**config.mk**
```make
export PLATFORM = sky130hd
export DESIGN_NAME = afvt_front
export DESIGN_NICKNAME = d
export VERILOG_FILES = /design/src/rtl/afvt_pkg.sv /design/src/rtl/afvt_front.sv
export SDC_FILE = /design/constraint.sdc
export NUM_CORES = 1
export LEC_CHECK = 0
export ABC_AREA = 1
export ABC_CLOCK_PERIOD_IN_PS = 16600
export BUFFER_PORTS_ARGS = -buffer_cell sky130_fd_sc_hd__buf_2
export CAP_MARGIN = 25
export CORE_MARGIN = 2
export CORE_UTILIZATION = 30
export CTS_BUF_LIST = sky130_fd_sc_hd__clkbuf_8
export DETAILED_ROUTE_END_ITERATION = 12
export PLACE_DENSITY_LB_ADDON = 0.15
export SLEW_MARGIN = 15
export SYNTH_ARGS = -nofsm -noshare
export SYNTH_HDL_FRONTEND = slang
export SYNTH_SLANG_ARGS = --single-unit
export TNS_END_PERCENT = 20
```
**constraint.sdc**
```tcl
create_clock -name i_clk -period 16.6 [get_ports i_clk]
set_input_delay 3.32 -clock i_clk [delete_from_list [all_inputs] [get_ports i_clk]]
set_output_delay 3.32 -clock i_clk [all_outputs]
set_load 0.05 [all_outputs]
```
**src/rtl/afvt_pkg.sv**
```systemverilog
// ----------------------------------------------------------------------------
// afvt_pkg
// Types, constants and helper functions of the flow ACL verdict table.
// ----------------------------------------------------------------------------
package afvt_pkg;

    localparam int BUCKET_BITS = 10;
    localparam int WAYS        = 4;
    localparam int WAY_W       = (WAYS > 1) ? $clog2(WAYS) : 1;
    localparam int NBUCKETS    = 1 << BUCKET_BITS;
    localparam int HASH_MULT   = 31;
    localparam int QDEPTH      = 2;
    localparam int QPTR_W      = $clog2(QDEPTH);
    localparam int QCNT_W      = $clog2(QDEPTH + 1);
    localparam int NPROBES     = 3;
    localparam int CFG_IDX_W   = 1;
    localparam int CFG_DATA_W  = 32;

    // Register indexes
    localparam logic [CFG_IDX_W-1:0] REG_DEFAULT_MODE = 1'd0;
    localparam logic [CFG_IDX_W-1:0] REG_HASH_SEED    = 1'd1;

    // Actions
    localparam logic [1:0] ACT_CHECK  = 2'd0;
    localparam logic [1:0] ACT_ADD    = 2'd1;
    localparam logic [1:0] ACT_DELETE = 2'd2;
    localparam logic [1:0] ACT_FLUSH  = 2'd3;

    // Status codes
    localparam logic [2:0] ST_OK       = 3'd0;
    localparam logic [2:0] ST_DROP     = 3'd1;
    localparam logic [2:0] ST_EXISTS   = 3'd2;
    localparam logic [2:0] ST_NOTFOUND = 3'd3;
    localparam logic [2:0] ST_FULL     = 3'd4;

    // Default modes
    localparam logic [1:0] MODE_DENY_ALL = 2'd2;

    typedef logic [BUCKET_BITS-1:0] t_bkt;

    typedef struct packed {
        logic [1:0]  action;
        logic [31:0] src_addr;
        logic [31:0] dst_addr;
        logic [15:0] src_port;
        logic [15:0] dst_port;
        logic [15:0] src_port_min;
        logic [15:0] src_port_max;
        logic [15:0] dst_port_min;
        logic [15:0] dst_port_max;
        logic        rule_deny;
        logic [23:0] conn_limit;
    } t_in_item;

    typedef struct packed {
        logic [2:0]  status;
        logic        rule_hit;
        logic [31:0] permitted_count;
        logic [31:0] denied_count;
    } t_out_item;

    // Classified command: item plus the three probe buckets
    typedef struct packed {
        t_in_item                item;
        logic [NPROBES-1:0][BUCKET_BITS-1:0] bkt;
    } t_cmd;

    typedef struct packed {
        logic [31:0] src_addr;
        logic [31:0] dst_addr;
        logic [63:0] port_bounds;
        logic        is_deny;
        logic [23:0] conn_cap;
        logic [31:0] permit_count;
        logic [31:0] deny_count;
    } t_entry;

    typedef struct packed {
        logic [WAYS-1:0]         valid;
        t_entry [WAYS-1:0]       ent;
    } t_row;

    // Seeded bucket hash; both addresses zero map to bucket 0
    function automatic t_bkt bucket_hash(logic [31:0] s, logic [31:0] d,
                                         logic [31:0] seed);
        logic [31:0] h;
        h = s * 32'(HASH_MULT * HASH_MULT) + d * 32'(HASH_MULT) + seed;
        if (s == 32'd0 && d == 32'd0) begin
            return '0;
        end
        return h[BUCKET_BITS-1:0];
    endfunction

    function automatic logic port_ok(logic [15:0] p, logic [15:0] lo, logic [15:0] hi);
        if (lo > hi) begin
            return 1'b0;
        end
        if (hi != 16'd0 && (p < lo || p > hi)) begin
            return 1'b0;
        end
        return 1'b1;
    endfunction

    function automatic logic rule_match(t_entry e, logic [31:0] s, logic [31:0] d,
                                        logic [15:0] sp, logic [15:0] dp);
        logic ok;
        ok = (e.src_addr == 32'd0 || e.src_addr == s) &&
             (e.dst_addr == 32'd0 || e.dst_addr == d) &&
             port_ok(sp, e.port_bounds[15:0], e.port_bounds[31:16]) &&
             port_ok(dp, e.port_bounds[47:32], e.port_bounds[63:48]);
        return ok;
    endfunction

    function automatic logic [31:0] sat_inc(logic [31:0] v);
        return (v == '1) ? v : v + 32'd1;
    endfunction

endpackage

```
**src/rtl/afvt_front.sv**
```systemverilog
// ----------------------------------------------------------------------------
// afvt_front
// Accepts input beats and computes the three probe buckets of each item.
// ----------------------------------------------------------------------------
module afvt_front (
    input  logic                i_clk,
    input  logic                i_rst_n,
    input  logic [31:0]         i_hash_seed,
    input  logic                i_in_valid,
    output logic                o_in_stall,
    input  afvt_pkg::t_in_item  i_in_data,
    input  logic                i_q_full,
    output logic                o_q_push,
    output afvt_pkg::t_cmd      o_q_data
);

    logic           r_valid;
    afvt_pkg::t_cmd r_cmd;
    afvt_pkg::t_cmd n_cmd;
    logic           accept;

    // Hand the staged command to the queue whenever it has room
    assign o_q_push   = r_valid && !i_q_full;
    assign o_in_stall = r_valid && i_q_full;
    assign accept     = i_in_valid && !o_in_stall;
    assign o_q_data   = r_cmd;

    // Classify: both addresses, source only, destination only
    always_comb begin
        n_cmd        = r_cmd;
        n_cmd.item   = i_in_data;
        n_cmd.bkt[0] = afvt_pkg::bucket_hash(i_in_data.src_addr, i_in_data.dst_addr,
                                             i_hash_seed);
        n_cmd.bkt[1] = afvt_pkg::bucket_hash(i_in_data.src_addr, 32'd0, i_hash_seed);
        n_cmd.bkt[2] = afvt_pkg::bucket_hash(32'd0, i_in_data.dst_addr, i_hash_seed);
    end

    always_ff @(posedge i_clk) begin
        if (!i_rst_n) begin
            r_valid <= 1'b0;
        end else if (accept) begin
            r_valid <= 1'b1;
        end else if (o_q_push) begin
            r_valid <= 1'b0;
        end
    end

    always_ff @(posedge i_clk) begin
        if (accept) begin
            r_cmd <= n_cmd;
        end
    end

endmodule

```
==> results.md <==
* Status: finished, final reports clean
* First-pass GRT wire length at 41600 um
* Final ANT Viol Nets at 0
* Worst EP required at 16.87 ns
* Post-synth cell types at 36
* P_int at 1180 uW
* Seq pwr share at 35.8%
* TritonRoute pass-1 iters at 4
* Met2 Wirelength at 15100 um
* Share of the synthesized area in the top cell type at 66.6%
* Register area share after synthesis at 66.8%
* Row cnt at between 60 and 70
* Worst-Skew Late Latency at 0.52 ns
* Post-CTS Setup Bufs at 0
* Vias at 7206
* Starting Density at between 30 and 40%
* Critical-path maximum fanout at 5
* Max Transition Viols Final at 0
* Core ar. at 32300 sq um
* Yosys warning count at 0
* Post-CTS resize count at 0
* Syn-to-layout area delta at 34.9%
* WS Path Type: in -> reg
* Largest net degree at the start of global routing at 75
* Hold slack at 0.506 ns
* Place WS at 8.27 ns
* Worst-Margin Slew at 0.965 ns
* Final clock skew at 0.0153 ns
* Max VDD drop at 0.123 mV
* Sum Neg Setup Slack at 0 ns
* Post-Syn Nets at 1053
* RSZ-0062 raised after global routing: no
* Crit. End Element: flip-flop
* CTS tree: built
* Min Clock Period, post-route at 7.76 ns
* Switching pwr at 777 uW
* I/O pins at about 440
* DRT iter0 DRCs at 318
* Vias/cell at approximately 4.3
* Setup crit start kind: input port
* TritonCTS Buffers at 41
* Final setup fails at 0
* Routed WL at just under 30000 um
* Die Height at 185 um
* Class of the worst hold path: reg -> reg
* Leading area contributor after synthesis: edfxtp_1
* Gr ovfl total at 0
* Reg clk slew, reported paths at around 0.060 ns
* Max clock buf depth at 3
* Fmax at 129 MHz
* Drt wl/cell at around 17 um
* DRC viols at 0
* Relative slew slack at 35.7%
* Highest Signal Layer: met5
* Final HPWL DP at 23300 um
* Logic pwr share at around two fifths
* Met3 routed WL at 2550 um
* Die width at 185 um
* Share of cells above drive strength 1 at 38.8%
* Post-Syn Area at a little under 10000 sq um
* Setup WS post-layout at 8.84 ns
* Tcrit/Tclk final at 46.7%
* Die Area at 34100 sq um
* Pwr dens at 148 nW/um^2
* Maximum Capacitance Violations at 0
* Leak Pwr at 0.00616 uW
* Clock power share at 24.1%
* Worst EP arrival at 8.02 ns
* Synthesized instance count at between 700 and 800
* All-layer global routing usage at 16.5%
* Endpoints failing hold at 0
* Crit-path slowest cell: fa_1
* Post-synthesis register bit count at roughly 220
* Final RePlAce weighted congestion at 0.817
* H-tree levels at 2
* Clock Tree Root: clkbuf_8
* I/O Buffers at 419
* Switching Fraction at a little under 40%
* WL met1 at 10800 um
* Initial antenna violation count at 4
* CP peak stage delay at 0.57 ns
* Fill cells at 3163
* Vias in the first global route at 7018
* CTS Hold Bufs at 0
* Synth Area per Inst at 13.0 sq um
* Ranking of synthesized cells by area: edfxtp_1 (67%), fa_1 (5.9%), ha_1 (5.9%)
* Crit path top cell by count: nand2_1
* CTS Sinks at approximately 220
* Final nets at 1519
[critical path, delay by kind of cell]
| kind | cells | cell delay [ns] |
|---|---|---|
| buffers and inverters | 7 | 0.48 |
| XOR/XNOR | 1 | 0.17 |
| AND/OR/NAND/NOR | 11 | 0.78 |
| AO/OA/AOI/OAI | 4 | 0.55 |
| adder cells (fa/ha/maj) | 6 | 2.72 |
[area by class of cell]
cell class,count,area (sq um),share of cell area (%)
diodes,1,2.50,0.0190
clock buffers,41,564,4.28
clock inverters,30,159,1.20
inverters,141,529,4.01
multi-input cells,396,2720,20.6
flip-flops and latches,218,6540,49.5
well taps,442,553,4.19
repair buffers,423,2130,16.1
[kinds of logic after synthesis]
| group | count (synthesis) | synth area share [%] |
|---|---|---|
| AO/OA/AOI/OAI | 48 | 2.83 |
| XOR/XNOR | 16 | 1.43 |
| adder cells (fa/ha/maj) | 75 | 11.8 |
| AND/OR/NAND/NOR | 257 | 11.7 |
| flip-flops | 218 | 66.8 |
| buffers and inverters | 141 | 5.41 |
[worst paths after layout]
path | start | endpoint | slack (ns) | cells past startpoint
worst min register to register | r_valid | r_valid | 0.51 | 2
worst max register to register | r_valid | o_q_data[210] | 14.16 | 5
worst min-delay path | r_valid | r_valid | 0.51 | 2
worst max-delay path | i_in_data[121] | o_q_data[9] | 8.84 | 29
[cells in the mapped netlist]
master    count
a211oi_1      1
a21boi_0      1
a21o_1        2
a21oi_1      29
a221oi_1      1
a31o_2        1
and3_1        1
dfxtp_1       1
edfxtp_1    217
fa_1         29
ha_1         46
inv_1       139
inv_2         2
nand2_1     117
nand3_1      22
nand3b_1      2
nand4_1      12
nor2_1       63
nor2_2        1
nor2_4        1
nor3_1       15
nor3_2        1
nor3_4        1
nor3b_1       1
nor4_1       15
nor4_2        1
o211ai_1      1
o21a_1        2
o21ai_0       7
o221ai_1      1
o311ai_0      1
o31a_1        1
or2_1         2
or2_2         2
xnor2_1       4
xor2_1       12
[stage by stage]
| step | power, uW | util, % | area [sq um] | instances |
|---|---|---|---|---|
| 2_1_floorplan | 1320 | - | 9780 | 755 |
| 3_5_place_dp | 1500 | 38.6 | 12500 | 1620 |
| 5_1_grt | 2110 | 40.8 | 13200 | 1691 |
| 4_1_cts | 1990 | 40.8 | 13200 | 1691 |
| 6_report | 1960 | 40.9 | 13200 | 1692 |
| 3_3_place_gp | 1510 | 38.6 | 12500 | 1620 |
[registers in the layout, summed over array words and instances (netlist names)]
name,flops
r_valid,1
o_q_data,217
[power by group through the flow]
stage	clock network (uW)	registers, uW	logic (uW)
2_1_floorplan	0	901	417
3_3_place_gp	0	711	794
3_5_place_dp	0	711	788
4_1_cts	493	702	797
5_1_grt	517	706	884
6_report	472	701	785
[placed cells by master (no fill, tap or decap), types with 6 or more instances in the layout]
cell	instances
buf_2	419
edfxtp_1	217
inv_1	151
nand2_1	117
nor2_1	62
ha_1	46
clkbuf_8	41
a21oi_1	29
fa_1	29
nand3_1	22
nor4_1	15
nor3_1	15
xor2_1	12
nand4_1	12
clkinv_1	8
o21ai_0	7
clkinv_2	6
[metal layers]
layer,up-vias,GRT usage [%]
met2,254,30.3
met5,-,0
li1,3526,-
met1,3370,17.8
met3,50,5.14
met4,6,5.66
No activity file was read; power rests on OpenSTA's default activity.
