$ cat src/rtl/afvt_pkg.sv
// ----------------------------------------------------------------------------
// afvt_pkg
// Types, constants and helper functions of the flow ACL verdict table.
// ----------------------------------------------------------------------------
package afvt_pkg;

    localparam int BUCKET_BITS = 10;
    localparam int WAYS        = 4;
    localparam int WAY_W       = (WAYS > 1) ? $clog2(WAYS) : 1;
    localparam int NBUCKETS    = 1 << BUCKET_BITS;
    localparam int HASH_MULT   = 31;
    localparam int QDEPTH      = 2;
    localparam int QPTR_W      = $clog2(QDEPTH);
    localparam int QCNT_W      = $clog2(QDEPTH + 1);
    localparam int NPROBES     = 3;
    localparam int CFG_IDX_W   = 1;
    localparam int CFG_DATA_W  = 32;

    // Register indexes
    localparam logic [CFG_IDX_W-1:0] REG_DEFAULT_MODE = 1'd0;
    localparam logic [CFG_IDX_W-1:0] REG_HASH_SEED    = 1'd1;

    // Actions
    localparam logic [1:0] ACT_CHECK  = 2'd0;
    localparam logic [1:0] ACT_ADD    = 2'd1;
    localparam logic [1:0] ACT_DELETE = 2'd2;
    localparam logic [1:0] ACT_FLUSH  = 2'd3;

    // Status codes
    localparam logic [2:0] ST_OK       = 3'd0;
    localparam logic [2:0] ST_DROP     = 3'd1;
    localparam logic [2:0] ST_EXISTS   = 3'd2;
    localparam logic [2:0] ST_NOTFOUND = 3'd3;
    localparam logic [2:0] ST_FULL     = 3'd4;

    // Default modes
    localparam logic [1:0] MODE_DENY_ALL = 2'd2;

    typedef logic [BUCKET_BITS-1:0] t_bkt;

    typedef struct packed {
        logic [1:0]  action;
        logic [31:0] src_addr;
        logic [31:0] dst_addr;
        logic [15:0] src_port;
        logic [15:0] dst_port;
        logic [15:0] src_port_min;
        logic [15:0] src_port_max;
        logic [15:0] dst_port_min;
        logic [15:0] dst_port_max;
        logic        rule_deny;
        logic [23:0] conn_limit;
    } t_in_item;

    typedef struct packed {
        logic [2:0]  status;
        logic        rule_hit;
        logic [31:0] permitted_count;
        logic [31:0] denied_count;
    } t_out_item;

    // Classified command: item plus the three probe buckets
    typedef struct packed {
        t_in_item                item;
        logic [NPROBES-1:0][BUCKET_BITS-1:0] bkt;
    } t_cmd;

    typedef struct packed {
        logic [31:0] src_addr;
        logic [31:0] dst_addr;
        logic [63:0] port_bounds;
        logic        is_deny;
        logic [23:0] conn_cap;
        logic [31:0] permit_count;
        logic [31:0] deny_count;
    } t_entry;

    typedef struct packed {
        logic [WAYS-1:0]         valid;
        t_entry [WAYS-1:0]       ent;
    } t_row;

    // Seeded bucket hash; both addresses zero map to bucket 0
    function automatic t_bkt bucket_hash(logic [31:0] s, logic [31:0] d,
                                         logic [31:0] seed);
        logic [31:0] h;
        h = s * 32'(HASH_MULT * HASH_MULT) + d * 32'(HASH_MULT) + seed;
        if (s == 32'd0 && d == 32'd0) begin
            return '0;
        end
        return h[BUCKET_BITS-1:0];
    endfunction

    function automatic logic port_ok(logic [15:0] p, logic [15:0] lo, logic [15:0] hi);
        if (lo > hi) begin
            return 1'b0;
        end
        if (hi != 16'd0 && (p < lo || p > hi)) begin
            return 1'b0;
        end
        return 1'b1;
    endfunction

    function automatic logic rule_match(t_entry e, logic [31:0] s, logic [31:0] d,
                                        logic [15:0] sp, logic [15:0] dp);
        logic ok;
        ok = (e.src_addr == 32'd0 || e.src_addr == s) &&
             (e.dst_addr == 32'd0 || e.dst_addr == d) &&
             port_ok(sp, e.port_bounds[15:0], e.port_bounds[31:16]) &&
             port_ok(dp, e.port_bounds[47:32], e.port_bounds[63:48]);
        return ok;
    endfunction

    function automatic logic [31:0] sat_inc(logic [31:0] v);
        return (v == '1) ? v : v + 32'd1;
    endfunction

endpackage

$ cat src/rtl/afvt_queue.sv
// ----------------------------------------------------------------------------
// afvt_queue
// Short command queue between the front and the table engine.
// ----------------------------------------------------------------------------
module afvt_queue (
    input  logic           i_clk,
    input  logic           i_rst_n,
    input  logic           i_push,
    input  afvt_pkg::t_cmd i_data,
    output logic           o_full,
    input  logic           i_pop,
    output logic           o_empty,
    output afvt_pkg::t_cmd o_data
);

    afvt_pkg::t_cmd                   r_mem [afvt_pkg::QDEPTH];
    logic [afvt_pkg::QPTR_W-1:0]      r_wp;
    logic [afvt_pkg::QPTR_W-1:0]      r_rp;
    logic [afvt_pkg::QCNT_W-1:0]      r_cnt;

    assign o_full  = (r_cnt == afvt_pkg::QCNT_W'(afvt_pkg::QDEPTH));
    assign o_empty = (r_cnt == '0);
    assign o_data  = r_mem[r_rp];

    // Advance pointers and fill count
    always_ff @(posedge i_clk) begin
        if (!i_rst_n) begin
            r_wp  <= '0;
            r_rp  <= '0;
            r_cnt <= '0;
        end else begin
            if (i_push) begin
                r_wp <= r_wp + 1'b1;
            end
            if (i_pop) begin
                r_rp <= r_rp + 1'b1;
            end
            if (i_push && !i_pop) begin
                r_cnt <= r_cnt + 1'b1;
            end else if (i_pop && !i_push) begin
                r_cnt <= r_cnt - 1'b1;
            end
        end
    end

    always_ff @(posedge i_clk) begin
        if (i_push) begin
            r_mem[r_wp] <= i_data;
        end
    end

endmodule

$ cat config.mk
export PLATFORM = sky130hd
export DESIGN_NAME = afvt_queue
export DESIGN_NICKNAME = d
export VERILOG_FILES = /design/src/rtl/afvt_pkg.sv /design/src/rtl/afvt_queue.sv
export SDC_FILE = /design/constraint.sdc
export NUM_CORES = 1
export LEC_CHECK = 0
export ABC_AREA = 1
export BUFFER_PORTS_ARGS = -buffer_cell sky130_fd_sc_hd__buf_2
export CAP_MARGIN = 20
export CORE_UTILIZATION = 44
export CTS_CLUSTER_DIAMETER = 50
export DETAILED_ROUTE_END_ITERATION = 12
export GPL_TIMING_DRIVEN = 0
export PLACE_DENSITY = 0.76
export SETUP_SLACK_MARGIN = 0.15
export SYNTH_ARGS = -nofsm -noshare
export SYNTH_HDL_FRONTEND = slang
export SYNTH_SLANG_ARGS = --single-unit
$ cat constraint.sdc
create_clock -name i_clk -period 12.43 [get_ports i_clk]
set_input_delay 1.8645 -clock i_clk [delete_from_list [all_inputs] [get_ports i_clk]]
set_output_delay 1.8645 -clock i_clk [all_outputs]
set_load 0.005 [all_outputs]
==> results.md, run 1 <==
* First-pass GRT wire length at 49500 µm
* Vias in the first global route at 8789
* Crit-path cells: buf_6 -> buf_6 -> buf_6 -> mux2_4 -> buf_2
* Post-route ant nets at 0
* Hold-fix buffers at CTS at 0
* Crit path launch type: flip-flop
* RR Startpoint: r_wp
* Reg power frac at 0.520
* Iteration count of the initial detailed-routing pass at 5
* Switch share at 0.218
* Min-delay src: r_rp
* Setup Buffers After CTS at 0
* Clock share of power at 0.385
* Largest net degree at the start of global routing at 113
* Post-Route M1 WL at 12900 µm
* Final setup vio count at 0
* Nets@finish at 1430
* R2R depth at 3
* Fin crit share at 0.310
* Maximum vdd drop at 0.000167 V
* Net Count, Synth at 932
* WL met2 at 17200 µm
* Reg-to-reg slack, setup at 10240 ps
* Post-Syn Area at 16400 µm²
* Largest stage delay, worst path at 320 ps
* Cell with the most instances after synthesis: edfxtp_1
* P&R area growth vs syn at 27.0%
* DRC at 0
* Final Slew Violations at 0
* Cell class contributing the biggest share of worst-path delay: buffers and inverters
* Num Clock Sinks at 439
* Grt total ovfl at 0
* Hold Path End: r_rp
* Clock Skew at 10.2 ps
* Worst skew pair latency at 560 ps
* WL final at 33900 µm
* F_max at 259 MHz
* Cts bufs inserted at 48
* Top FF cell, synth: edfxtp_1
* Yosys reg bits at 439
* Synth Warn # at 0
* CTS H-tree lvls at 2
* Least-Margin Pin Slew at 864 ps
* Logic pwr share at 0.095
* Post-synth EDFFs at 434
* Met3 WL at 2890 µm
* Die area at 38100 µm²
* CP most frequent cell: buf_6
* RePlAce Congestion at 0.737
* Hold Path Class: flip-flop to flip-flop
* Port bufs at 439
* Die W at 195 µm
* Relative slew slack at 0.424
* Io pins at 440
* Reg-to-reg endpoint: r_mem[1][74]
* Initial antenna violation count at 6
* Post-CTS resize count at 0
* Synth unique cells at 14
* Starting density of the core at 0.447
* MaxCap Viol Count at 0
* CP required at 10570 ps
* Total GRT Usage at 0.173
* Share of layout cells above drive strength 1 at 0.610
* RSZ-0062 raised after global routing: false
* Arrival time at the worst endpoint at 1990 ps
* Site Rows at 70
* P_sw at 0.000727 W
* Crit-path slowest cell: dfxtp_1
* Power density cells at 160 nW/µm²
* Worst-path fanout max at 10
* Avg Inst Size Synth at 23.1 µm²
* Asr flop ratio synth at 0
* Kind of critical path: flip-flop to output pin
* Core area at 36700 µm²
* TritonCTS clock tree: done
* Yosys top cell area share at 0.794
* Synth area leader: edfxtp_1
* Synthesized instance count at 710
* Top layer in use: met5
* Via Count at 8345
* Synth top cells by count: edfxtp_1 (434), mux2_4 (130), mux2_2 (87), buf_6 (16), nor2_1 (9)
* P_leak at 8.16 nW
* CP Buf/Inv Count at 4
* Setup_tns at 0 ps
* DIE HEIGHT at 195 µm
* Clock Tree Buf Depth at 3
* Outcome: finished clean
* Wirelength per Cell at 19.8 µm
* Tot Pwr at 0.00334 W
* Crit end category: output pin
* Hold Fails Final Rpt at 0
* Int Power at 0.00261 W
* DRT iter0 DRCs at 292
* Filler cells at 2767
* Min Clock Period, post-route at 3860 ps
* Worst hold path depth at 2
* Post-synthesis sequential area ratio at 0.800
* Worst-path clk slew at 60 ps
* Via/cell ratio at 4.87
* Synth area leaders: edfxtp_1 (79%), mux2_4 (12%), mux2_2 (6.0%), buf_6 (1.1%), dfxtp_1 (0.61%)
* Root Buffer: clkbuf_16
* Hpwl dp at 23100 µm
logic make-up after synthesis:
logic type                 Yosys count  synth area share
DFF                                439             0.800
and+or+nand+nor                     19           0.00457
adders and majority gates            1          0.000762
muxes                              217             0.179
buffers and inverters               32            0.0152
AOI/OAI and AO/OA                    2          0.000609
power groups by stage:
| stage | Combinational, W | Sequential (W) | Clock [W] |
|---|---|---|---|
| global route | 0.000342 | 0.00174 | 0.00137 |
| detailed placement | 0.000321 | 0.00177 | 0 |
| CTS | 0.000323 | 0.00173 | 0.00132 |
| finish | 0.000318 | 0.00173 | 0.00128 |
| floorplan | 0.000166 | 0.00178 | 0 |
| global placement | 0.000303 | 0.00179 | 0 |
per-layer routing:
metal | global-route usage | vias to the layer above
met3 | 0.0599 | 66
met5 | 0 | -
met4 | 0.0726 | 6
li1 | - | 3829
met1 | 0.192 | 4097
met2 | 0.303 | 347
worst min-delay path: cells and delay by family (launching register included):
| kind | cells | cell delay (ps) |
|---|---|---|
| DFF | 1 | 330 |
| and+or+nand+nor | 2 | 140 |
state kept, by name (all words and copies together) (netlist names), named ones only:
register	flops
r_wp	1
r_cnt	2
r_rp	1
r_mem	434
cell type report:
type | instances | area, µm² | area share
Sequential cell | 439 | 13100 | 0.630
Multi-Input combinational cell | 239 | 3040 | 0.146
Timing Repair Buffer | 448 | 2390 | 0.115
Clock buffer | 57 | 1260 | 0.0603
Tap cell | 468 | 586 | 0.0281
Buffer | 24 | 220 | 0.0106
Clock inverter | 27 | 173 | 0.00828
Inverter | 8 | 37.5 | 0.00180
Antenna cell | 3 | 7.51 | 0.000360
cell usage in the layout, fill, tap and decap left out, types with 5 or more instances in the layout:
master and n:
buf_2 447, edfxtp_1 434, mux2_4 130, mux2_2 87, clkbuf_16 49, buf_6 16
clkinv_1 10, nor2_1 8, nand2_1 8, clkbuf_1 8, inv_1 7, buf_12 7
clkinv_2 6, dfxtp_1 5
stage by stage:
step | utilization | hold WS [ps] | instances | setup slack [ps] | area (µm²)
final | 0.568 | 500 | 1713 | 8570 | 20800
after global routing | 0.568 | 537 | 1712 | 8450 | 20800
after CTS | 0.568 | 506 | 1710 | 8480 | 20800
after detailed placement | 0.529 | 492 | 1626 | 8650 | 19400
after global placement | 0.523 | 479 | 1617 | -4750 | 19200
after floorplan | - | 463 | 710 | 655 | 16400
how the worst max path moves through the flow:
stage | endpoint | slack, ps | cells after the start
finish | o_data[150] | 8570 | 5
global route | o_data[149] | 8450 | 5
CTS | o_data[149] | 8480 | 5
detailed placement | r_mem[1][66] | 8650 | 4
global placement | r_mem[0][74] | -4750 | 3
floorplan | r_mem[0][0] | 650 | 2
Note: power is estimated with default switching activity, not from simulation.
==> inputs of run 2 (changes only) <==
--- a/config.mk
+++ b/config.mk
@@ -12,7 +12,7 @@
 export CTS_CLUSTER_DIAMETER = 50
 export DETAILED_ROUTE_END_ITERATION = 12
 export GPL_TIMING_DRIVEN = 0
-export PLACE_DENSITY = 0.76
+export PLACE_DENSITY = 0.74
 export SETUP_SLACK_MARGIN = 0.15
 export SYNTH_ARGS = -nofsm -noshare
 export SYNTH_HDL_FRONTEND = slang
==> constraint.sdc (replaced) <==
create_clock -name i_clk -period 3.96 [get_ports i_clk]
set_input_delay 0.594 -clock i_clk [delete_from_list [all_inputs] [get_ports i_clk]]
set_output_delay 0.594 -clock i_clk [all_outputs]
set_load 0.005 [all_outputs]
==> results.md, run 2 (synthesis results as in run 1) <==
* Outcome: finished clean
* Via/cell ratio at 4.88
* Cts bufs inserted at 48
* Reg-to-reg slack, setup at 1620 ps
* Crit end category: output pin
* Largest net degree at the start of global routing at 43
* Worst-path clk slew at 60 ps
* Hold Path End: r_mem[0][57]
* F_max at 393 MHz
* P&R area growth vs syn at 28.1%
* Port bufs at 439
* Wirelength per Cell at 20.2 µm
* First-pass GRT wire length at 51100 µm
* Vias in the first global route at 8899
* R2R depth at 5
* Final setup vio count at 0
* Setup WS post-layout at 1420 ps
* Hold Fails Final Rpt at 0
* Max reg flops at 434
* Share of layout cells above drive strength 1 at 0.610
* Post-route ant nets at 0
* Initial antenna violation count at 11
* Clock Tree Buf Depth at 3
* Maximum vdd drop at 0.000408 V
* Post-route insts no fill at 1724
* Clock Skew at 23.1 ps
* Via Count at 8408
* Total GRT Usage at 0.180
* Hold Path Class: primary input to flip-flop
* Arrival time at the worst endpoint at 1950 ps
* Root Buffer: clkbuf_16
* Largest stage delay, worst path at 330 ps
* RePlAce Congestion at 0.768
* Die area at 38100 µm²
* DRT iter0 DRCs at 339
* MaxCap Viol Count at 0
* Leading cell types in the layout, fill and taps excluded: buf_2 (447), edfxtp_1 (434), mux2_4 (130), mux2_2 (87), clkbuf_16 (50)
* Iteration count of the initial detailed-routing pass at 4
* Crit-path slowest cell: mux2_4
* Hpwl dp at 24900 µm
* RSZ-0062 raised after global routing: false
* TritonCTS clock tree: done
* Min Clock Period, post-route at 2540 ps
* Reg-to-reg endpoint: r_mem[1][166]
* Filler cells at 2788
* Crit path launch type: flip-flop
* Largest Register: r_mem
* Die W at 195 µm
* CP most frequent cell: buf_6
* Place WS at 1180 ps
* Starting density of the core at 0.447
* Io pins at 440
* CP required at 3370 ps
* Num Clock Sinks at 439
* Site Rows at 70
* Hold-fix buffers at CTS at 0
* Final Slew Violations at 0
* RR Startpoint: r_wp
* Crit-path cells: buf_6 -> buf_6 -> buf_6 -> mux2_4 -> buf_2
* DIE HEIGHT at 195 µm
* Fin crit share at 0.642
* Worst-path fanout max at 10
* Grt total ovfl at 0
* CTS H-tree lvls at 2
* Relative slew slack at 0.446
* Worst hold path depth at 1
* Power density cells at 505 nW/µm²
* WL final at 34800 µm
* Most common cell after layout, fill and taps aside: buf_2
* Setup Buffers After CTS at 0
* Post-CTS resize count at 0
* DRC at 0
* Kind of critical path: flip-flop to output pin
* P_leak at 8.22 nW
* Worst skew pair latency at 570 ps
* Top Registers: r_mem x434, r_cnt x2
* Least-Margin Pin Slew at 829 ps
* Nets@finish at 1434
* Core area at 36700 µm²
* Dpl cells at 1630
* Min-delay src: i_data[57]
## run 2: how the worst max path moves through the flow
stage,to,start,slack (ps)
6_report,o_data[86],flip-flop,1420
3_5_place_dp,r_mem[1][174],i_push,1180
2_1_floorplan,r_mem[1][0],i_push,-310
5_1_grt,o_data[2],flip-flop,1310
4_1_cts,o_data[2],flip-flop,1340
3_3_place_gp,r_mem[1][116],i_push,-2500
## run 2: critical path: cells and delay by family (launching register included)
family   cells  cell delay (ps)
buf+inv      4              710
flops        1              320
mux          1              330
## run 2: area by class of cell
type | instances | area, µm² | area share
clock inverter | 29 | 201 | 0.00958
sequential | 439 | 13100 | 0.625
antenna | 6 | 15.0 | 0.000714
clock buffer | 59 | 1280 | 0.0611
inverter | 8 | 46.3 | 0.00220
multi-input combinational | 239 | 3050 | 0.145
timing repair buffer | 452 | 2480 | 0.118
tap | 468 | 586 | 0.0279
buffer | 24 | 220 | 0.0105
## run 2: routing by layer
layer  track usage  routed length (µm)
met1         0.189               12400
met2         0.319               18100
met3        0.0703                3250
met4        0.0802                1010
met5             0                  73
## run 2: power breakdown
part	internal, W	total, W	leakage [nW]	switching [W]
Sequential	0.00539	0.00544	4.11	0.0000596
Combinational	0.000539	0.00102	3.38	0.000482
Clock	0.00239	0.00415	0.724	0.00176
Total	0.00831	0.0106	8.22	0.00230
## run 2: stage by stage
step | TNS, ps | hold slack (ps) | instance area [µm²] | power, W | util
2_1_floorplan | -125010 | 463 | 16500 | 0.00607 | -
3_3_place_gp | -1032770 | 479 | 19200 | 0.00654 | 0.524
3_5_place_dp | 0 | 487 | 19500 | 0.00657 | 0.532
4_1_cts | 0 | 167 | 21000 | 0.0107 | 0.572
5_1_grt | 0 | 175 | 21000 | 0.0110 | 0.573
6_report | 0 | 207 | 21000 | 0.0106 | 0.573
